==> src/rtl/msfn_pkg.sv <==
// Shared types and constants for the multichannel symmetric FIR noise shaper.
// No dependencies; every other file in rtl but the assertion macro header imports this package.
package msfn_pkg;

    // Default sizes, handed to the top-level parameters
    localparam int MAX_TAPS_DEF    = 256;
    localparam int CHANNELS_DEF    = 16;
    localparam int SAMPLE_BITS_DEF = 16;
    localparam int COEFF_BITS_DEF  = 18;

    // Fixed field widths
    localparam int CHAN_W      = 4;
    localparam int CIDX_W      = 8;
    localparam int OUT_BITS    = 24;
    localparam int TAP_REG_W   = 9;
    localparam int CHAN_REG_W  = 5;
    localparam int SHIFT_W     = 5;
    localparam int CFG_INDEX_W = 2;
    localparam int CFG_DATA_W  = 9;

    // Configuration register indexes
    typedef enum logic [CFG_INDEX_W-1:0] {
        CFG_TAP_COUNT     = 2'd0,
        CFG_CHANNEL_COUNT = 2'd1,
        CFG_OUT_SHIFT     = 2'd2
    } cfg_index_t;

    // Reset values of the configuration registers
    localparam logic [TAP_REG_W-1:0]  TAP_COUNT_RST     = 9'd1;
    localparam logic [CHAN_REG_W-1:0] CHANNEL_COUNT_RST = 5'd1;
    localparam logic [SHIFT_W-1:0]    OUT_SHIFT_RST     = 5'd17;

    // Item commands
    typedef enum logic {
        CMD_PUSH = 1'b0,
        CMD_LOAD = 1'b1
    } cmd_t;

    // Output saturation limits
    localparam logic signed [OUT_BITS-1:0] OUT_MAX = 24'sh7FFFFF;
    localparam logic signed [OUT_BITS-1:0] OUT_MIN = 24'sh800000;

    // Commands from controller to datapath
    typedef struct packed {
        logic clear_wr;   // write one zero word of the clearing sweep
        logic coef_wr;    // store the coefficient of the current word
        logic take;       // latch a push word, fetch its ring position
        logic mod_step;   // one restoring step of the position reduce
        logic set_pos;    // store sample, advance position, set up the walk
        logic mac_issue;  // issue one tap pair read
        logic out_load;   // shift, saturate and present the result
    } msfn_cmd_t;

    // Status from datapath to controller
    typedef struct packed {
        logic clear_last;
        logic push_ok;
        logic load_ok;
        logic mod_last;
        logic last_tap;
        logic pipe_busy;
        logic out_free;
    } msfn_status_t;

endpackage

==> src/rtl/msfn_ctrl.sv <==
// Controller of the noise shaper: sequences clearing, loads and the tap walk.
// Depends on msfn_pkg for the command and status structs.
module msfn_ctrl
    import msfn_pkg::*;
(
    input  logic         clk,
    input  logic         rst_n,
    input  logic         item_valid,
    input  logic         item_cmd,
    output logic         item_ready,
    output msfn_cmd_t    cmd,
    input  msfn_status_t status
);

    typedef enum logic [6:0] {
        ST_CLEAR  = 7'b0000001,
        ST_IDLE   = 7'b0000010,
        ST_MOD    = 7'b0000100,
        ST_POS    = 7'b0001000,
        ST_MAC    = 7'b0010000,
        ST_DRAIN  = 7'b0100000,
        ST_FINISH = 7'b1000000
    } state_t;

    state_t state_reg;
    state_t state_next;

    // Next state and commands
    always_comb
    begin
        state_next = state_reg;
        cmd        = '0;
        item_ready = 1'b0;
        case (state_reg)
            ST_CLEAR:
            begin
                cmd.clear_wr = 1'b1;
                if (status.clear_last)
                begin
                    state_next = ST_IDLE;
                end
            end
            ST_IDLE:
            begin
                item_ready = 1'b1;
                if (item_valid)
                begin
                    if (item_cmd == CMD_LOAD)
                    begin
                        cmd.coef_wr = status.load_ok;
                    end
                    else if (status.push_ok)
                    begin
                        cmd.take   = 1'b1;
                        state_next = ST_MOD;
                    end
                end
            end
            ST_MOD:
            begin
                cmd.mod_step = 1'b1;
                if (status.mod_last)
                begin
                    state_next = ST_POS;
                end
            end
            ST_POS:
            begin
                cmd.set_pos = 1'b1;
                state_next  = ST_MAC;
            end
            ST_MAC:
            begin
                cmd.mac_issue = 1'b1;
                if (status.last_tap)
                begin
                    state_next = ST_DRAIN;
                end
            end
            ST_DRAIN:
            begin
                if (!status.pipe_busy)
                begin
                    state_next = ST_FINISH;
                end
            end
            ST_FINISH:
            begin
                if (status.out_free)
                begin
                    cmd.out_load = 1'b1;
                    state_next   = ST_IDLE;
                end
            end
            default:
            begin
                state_next = ST_CLEAR;
            end
        endcase
    end

    // State register
    always_ff @(posedge clk or negedge rst_n)
    begin
        if (!rst_n)
        begin
            state_reg <= ST_CLEAR;
        end
        else
        begin
            state_reg <= state_next;
        end
    end

endmodule

==> config.mk <==
export PLATFORM = sky130hd
export DESIGN_NAME = msfn_ctrl
export DESIGN_NICKNAME = d
export VERILOG_FILES = /design/src/rtl/msfn_pkg.sv /design/src/rtl/msfn_ctrl.sv
export SDC_FILE = /design/constraint.sdc
export NUM_CORES = 1
export LEC_CHECK = 0
export BUFFER_PORTS_ARGS = -buffer_cell sky130_fd_sc_hd__clkbuf_2
export CAP_MARGIN = 20
export CORE_AREA = 2 2 39 41
export CTS_CLUSTER_SIZE = 20
export DETAILED_ROUTE_END_ITERATION = 7
export DIE_AREA = 0 0 41 43
export PLACE_DENSITY = 0.72
export RECOVER_POWER = 50
export SYNTH_ARGS = -nofsm -noshare
export SYNTH_HDL_FRONTEND = slang
export SYNTH_SLANG_ARGS = --single-unit
==> constraint.sdc <==
create_clock -name clk -period 3.5 [get_ports clk]
set_input_delay 0.7 -clock clk [delete_from_list [all_inputs] [get_ports clk]]
set_output_delay 0.7 -clock clk [all_outputs]
set_load 0.02 [all_outputs]
==> run summary, run 1 <==
• **outcome** finished clean
• **synthesized instance count** 64
• **Fin Clk Skew** 0.00954 ns
• **most common flop cell mapped by yosys** sky130_fd_sc_hd__dfrtp_1
• **Post-synth EDFFs** 0
• **Power per Cell Area** 566 nW/um^2
• **largest net degree at the start of global routing** 11
• **global route total overflow** 0
• **number of H-tree levels** 1
• **number of placement rows** 14
• **synthesis-to-layout area growth** 12.8%
• **routability cong.** 0.884
• **Req. time, crit path** 2.80 ns
• **num ports** 19
• **number of placed cells counting well taps** 94
• **aggregate global-route resource usage** 18.8%
• **quantity of I/O buffers inserted on ports** 18
• **Skew-Pair Late Insertion Delay** 0.26 ns
• **Worst Setup Start Kind** flip-flop
• **routed length per instance** 12.9 microns
• **worst min path class** primary input to asynchronous set/reset pin
• **syn_nets** 75
• **worst endpoint data arrival time** 1.92 ns
• **clock tree from TritonCTS** done
• **initial antenna violation count** 0
• **drt first pass iters** 4
• **number of buffers inserted by hold repair at cts** 0
• **Die Height** 43 microns
• **number of flip-flops under the largest register name** 7
• **Final Max Slew Viols** 0
• **Num CTS Buffers** 3
• **sequential share of the synthesized area** 29.6%
• **effective utilization at floorplan** 43.0%
• **sort of element at the end of the critical path** output pin
• **average via count per standard cell** 5.60
• **remaining max-slew budget at the tightest pin** 51.4%
• **largest voltage drop on the vdd net** 0.000296 V
• **buffer count from post-CTS setup fixing** 0
• **fmax** 381 MHz
• **Lkg Pwr** 0.000323 uW
• **buffer cell driving the clock tree root** sky130_fd_sc_hd__clkbuf_4
• **via count** 549
• **top fanout value on the critical path** 9
• **number of global-route vias before repair** 497
• **violation count after the first detailed-route iteration** 6
• **number of distinct library cells after synthesis** 36
• **number of resized instances in the post-cts repair step** 0
• **count of placed standard cells in the final layout, fillers left out** 98
• **synthesized flop and latch total** 7
• **Syn Std Cell Area** 596 sq um
• **post-layout net count** 94
• **max-cap violations** 0
• **final critical path time including I/O delays and setup** 2.62 ns
• **final number of setup-violating endpoints** 0
• **pin slew with the least headroom to its limit** 0.722 ns
• **Async SR Flop Fraction** 100%
• **maximum buffer depth of the clock tree** 2
• **critical path start-end classification** flip-flop to output pin
• **count of synthesis-stage warnings from yosys** 0
• **mean area per synthesized cell** 9.31 sq um
• **portion of the clock cycle consumed by the worst path in the final layout** 74.9%
• **post-route DRC violation count** 0
• **full die area** 1760 sq um
• **setup TNS after final layout** 0 ns
• **number of failing hold endpoints at the final stage** 0
• **global-route wire length before repair** 2.24 mm
• **number of routed nets with antenna violations** 0
• **final wirelength** 1.27 mm
• **core area** 1380 sq um
• **HPWL Detailed** 1.00 mm
• **clock-pin slew of the registers on the worst-case setup and hold paths** 0.06 ns
• **ANT cells** 0
• **RSZ-0062 raised after global routing** no
• **Clock Sinks** 7
• **share of final-layout standard cells stronger than drive strength 1** 32.9%
• **Die W** 41 microns
cell usage after synthesis, types with 2 or more instances:
library cell	n	area share (%)
sky130_fd_sc_hd__buf_6	2	3.8
sky130_fd_sc_hd__dfrtp_1	6	25
sky130_fd_sc_hd__inv_1	6	3.8
sky130_fd_sc_hd__nand2_1	3	1.9
sky130_fd_sc_hd__nand3_1	4	3.4
sky130_fd_sc_hd__nor2_1	9	5.7
sky130_fd_sc_hd__nor3b_1	3	3.8
sky130_fd_sc_hd__o22ai_1	3	3.2
area by class of cell:
type                            count  area [sq um]
Fill cell                         144           712
Multi-Input combinational cell     47           338
Sequential cell                     7           176
Timing Repair Buffer               18          88.8
Clock buffer                        4          26.3
Inverter                            6          22.5
Tap cell                           16          20.0
stage by stage:
stage	total power [uW]	utilization (%)	hold slack, ns	setup WS [ns]	area [sq um]
6_report	380	48.6	0.331	0.878	672
5_1_grt	414	48.6	0.357	0.736	672
4_1_cts	403	50.5	0.277	1.16	699
3_5_place_dp	325	48.6	0.554	1.45	673
3_3_place_gp	323	48.6	0.554	1.44	673
2_1_floorplan	299	-	0.404	1.55	596
critical path: stages (launching register included):
cell and delay [ns]:
sky130_fd_sc_hd__dfrtp_1 0.48, sky130_fd_sc_hd__nor4_1 0.68, sky130_fd_sc_hd__and4_4 0.34, sky130_fd_sc_hd__clkbuf_2 0.17
worst paths after layout:
kind / startpoint / endpoint / slack [ns] / cells past startpoint
max in group asynchronous: rst_n / state_reg[0] / 2.86 / 1
worst min register to register: state_reg[1] / state_reg[1] / 0.68 / 1
min in group clk: status[6] / state_reg[0] / 0.59 / 2
worst min-delay path: rst_n / state_reg[3] / 0.33 / 1
worst max-delay path: state_reg[1] / cmd[1] / 0.88 / 3
worst max register to register: state_reg[1] / state_reg[2] / 1.63 / 4
where the power goes:
group	switching (uW)	total, uW	internal (uW)
clock network	32.6	76.3	43.7
logic	95.7	165	69.5
registers	37.7	139	101
layer usage:
layer | wire length, microns | GRT usage [%] | vias to the layer above
li1 | - | - | 277
met5 | 0 | 0 | -
met4 | 0 | 4.00 | 0
met2 | 607 | 27.5 | 16
met3 | 91 | 7.85 | 0
met1 | 568 | 25.3 | 256
layout by cell type (no fill, tap or decap), drive strengths merged, types with 2 or more instances in the layout:
cell type / count
nor3: 2
nand2: 3
nor3b: 4
o211ai: 2
clkbuf: 22
o22ai: 3
nor2: 9
inv: 6
nand3: 4
dfrtp: 6
kinds of logic (layout without fill, tap and decap cells):
family,count (synthesis),after routing,share of synthesized area (%)
buf+inv,10,28,9.24
xor+xnor,2,2,2.94
compound gates,14,14,21.0
simple gates,31,31,37.2
flops,7,7,29.6
(Power assumes the default switching activity.)
==> run 2, diff against run 1 <==
CORE_AREA = default   (was 2 2 39 41)
CORE_MARGIN = 2   (was default)
CORE_UTILIZATION = 43   (was default)
DIE_AREA = default   (was 0 0 41 43)
clock period = 2.1 ns   (was 3.5 ns; I/O delays follow)
==> run 2 against run 1 <==
  * Design area rose by 5.2%
  * Sequential power rose by 76%
  * Global-route usage fell by 0.25 points
  * Wire length rose by 2.4%
  * Power rose by 75%
  * Critical path type unchanged
  * Largest power group unchanged
==> run summary, run 2 (synthesis results as in run 1) <==
• **Power per Cell Area** 939 nW/um^2, +66%
• **aggregate global-route resource usage** 18.6%, -0.25 points
• **global-route wire length before repair** 2.01 mm, -10%
• **Skew-Pair Late Insertion Delay** 0.25 ns, about the same
• **final critical path time including I/O delays and setup** 1.96 ns
• **routed length per instance** 13.1 microns, +1.3%
• **portion of the clock cycle consumed by the worst path in the final layout** 93.3%
• **largest incremental delay on the critical path** 0.50 ns, -0.18 ns
• **ANT cells** 0, unchanged
• **fillers** 138, -4.2%
• **clock-pin slew of the registers on the worst-case setup and hold paths** 0.05 ns, about the same
• **synthesis-to-layout area growth** 18.7%
• **share of final-layout standard cells stronger than drive strength 1** 38.1%, +5.2 points
• **pin slew with the least headroom to its limit** 0.361 ns, -0.361 ns
• **worst endpoint data arrival time** 1.54 ns, -0.38 ns
• **Num CTS Buffers** 3, unchanged
• **drt first pass iters** 4, unchanged
• **full die area** 1700 sq um, -3.6%
• **number of buffers and inverters on the critical path** 1, unchanged
• **Die Height** 41.2 microns, -4.2%
• **routability cong.** 0.825, -6.6%
• **leading cell types in the layout, fill and taps excluded** 17 x sky130_fd_sc_hd__clkbuf_2, 8 x sky130_fd_sc_hd__nor2_1, 6 x sky130_fd_sc_hd__inv_1
• **top fanout value on the critical path** 9, unchanged
• **FF+latch area** 179 sq um, +1.4%
• **outcome** finished clean
• **critical path start-end classification** flip-flop to output pin
• **Fin Clk Skew** 0.00745 ns, -0.00208 ns
• **final wirelength** 1.30 mm, +2.4%
• **largest net degree at the start of global routing** 11, unchanged
• **critical path's top delay family** simple AND/OR/NAND/NOR gates
• **multi-input gate area in the final layout** 358 sq um, +5.9%
• **worst min path class** primary input to flip-flop
• **HPWL Detailed** 1.00 mm, +0.34%
• **number of H-tree levels** 1, unchanged
• **slack of the worst reg-to-reg path** 0.53 ns, -1.10 ns
• **number of placed cells counting well taps** 93, -1.1%
• **Req. time, crit path** 1.68 ns, -1.12 ns
• **Lkg Pwr** 0.000327 uW, +1.4%
• **Clock Sinks** 7, unchanged
• **sort of element at the end of the critical path** output pin
• **post-route DRC violation count** 0, unchanged
• **initial antenna violation count** 0, unchanged
• **average via count per standard cell** 5.74, +2.4%
• **number of routed nets with antenna violations** 0, unchanged
• **Placement Setup Slack** 0.340 ns, -1.11 ns
• **number of placement rows** 13, -1
• **remaining max-slew budget at the tightest pin** 75.9%, +24 points
• **core area** 1300 sq um, -6.0%
• **clock tree from TritonCTS** done
• **final number of setup-violating endpoints** 0, unchanged
• **setup TNS after final layout** 0 ns, unchanged
• **critical-path cell with the highest stage delay** sky130_fd_sc_hd__dfrtp_1
• **worst path setup slack after routing** 0.140 ns, -0.738 ns
• **Die W** 41.2 microns, +0.52%
• **violation count after the first detailed-route iteration** 15, +9
• **num ports** 19, unchanged
• **buffer cell driving the clock tree root** sky130_fd_sc_hd__clkbuf_4
• **largest voltage drop on the vdd net** 0.000661 V, +120%
• **maximum buffer depth of the clock tree** 2, unchanged
• **fmax** 510 MHz
• **effective utilization at floorplan** 45.8%, +2.7 points
• **via count** 568, +3.5%
• **WHS** 0.350 ns, +0.0196 ns
• **number of flip-flops under the largest register name** 7, unchanged
• **cell chain of the critical path** nor4_4 > and4_4 > clkbuf_2
• **post-layout net count** 96, +2.1%
• **global route total overflow** 0, unchanged
• **most common cell after layout, fill and taps aside** sky130_fd_sc_hd__clkbuf_2
• **number of failing hold endpoints at the final stage** 0, unchanged
• **Final Max Slew Viols** 0, unchanged
• **max-cap violations** 0, unchanged
• **quantity of I/O buffers inserted on ports** 18, unchanged
• **count of placed standard cells in the final layout, fillers left out** 99, +1.0%
• **Worst Setup Start Kind** flip-flop
• **RSZ-0062 raised after global routing** no
• **number of global-route vias before repair** 509, +2.4%
[run 2: cell type report]
class	count	share of cell area, %
multi-input cells	47	50.6
flip-flops and latches	7	25.3
well taps	15	2.65
inverters	6	3.19
repair buffers	20	14.5
clock buffers	4	3.72
[run 2: routing by layer]
metal  track usage (%)  vias up  wire [microns]
met5                 0        -               0
met4              8.06        0              17
met3              8.15        2             120
met2              31.6       27             625
met1              19.6      263             533
li1                  -      276               -
[run 2: final timing paths]
path | from | endpoint | depth (start not counted)
min reg2reg | state_reg[1] | state_reg[1] | 1
max in group asynchronous | rst_n | state_reg[0] | 2
max reg2reg | state_reg[1] | state_reg[2] | 5
min in group asynchronous | rst_n | state_reg[3] | 2
max | state_reg[1] | cmd[1] | 3
min | status[6] | state_reg[0] | 2
[run 2: worst register-to-register path: stages (launching register included)]
cell,delay [ns]
sky130_fd_sc_hd__dfrtp_1,0.50
sky130_fd_sc_hd__nor4_4,0.36
sky130_fd_sc_hd__clkbuf_1,0.18
sky130_fd_sc_hd__o211ai_1,0.13
sky130_fd_sc_hd__o221ai_1,0.15
sky130_fd_sc_hd__o22ai_1,0.12
[run 2: timing repair]
item / 4_1_cts / 5_1_grt
setup endpoints to repair: 0 / 6
setup buffers: 0 / 1
resized for setup: 0 / 4
hold buffers: 1 / 0
hold endpoints to repair: 6 / 0
[run 2: metrics by stage]
stage	utilization (%)	power, uW	cell area [sq um]
after floorplan	-	498	596
after global placement	51.6	540	672
after detailed placement	51.6	543	672
after CTS	54.4	666	708
after global routing	54.3	717	707
final	54.3	664	707
[run 2: report_power, final]
part	total [uW]	switching [uW]	leakage (uW)	internal, uW
registers	244	75.3	0.0000890	169
logic	303	169	0.000223	134
clock network	117	44.4	0.0000150	72.2
total	664	289	0.000327	375
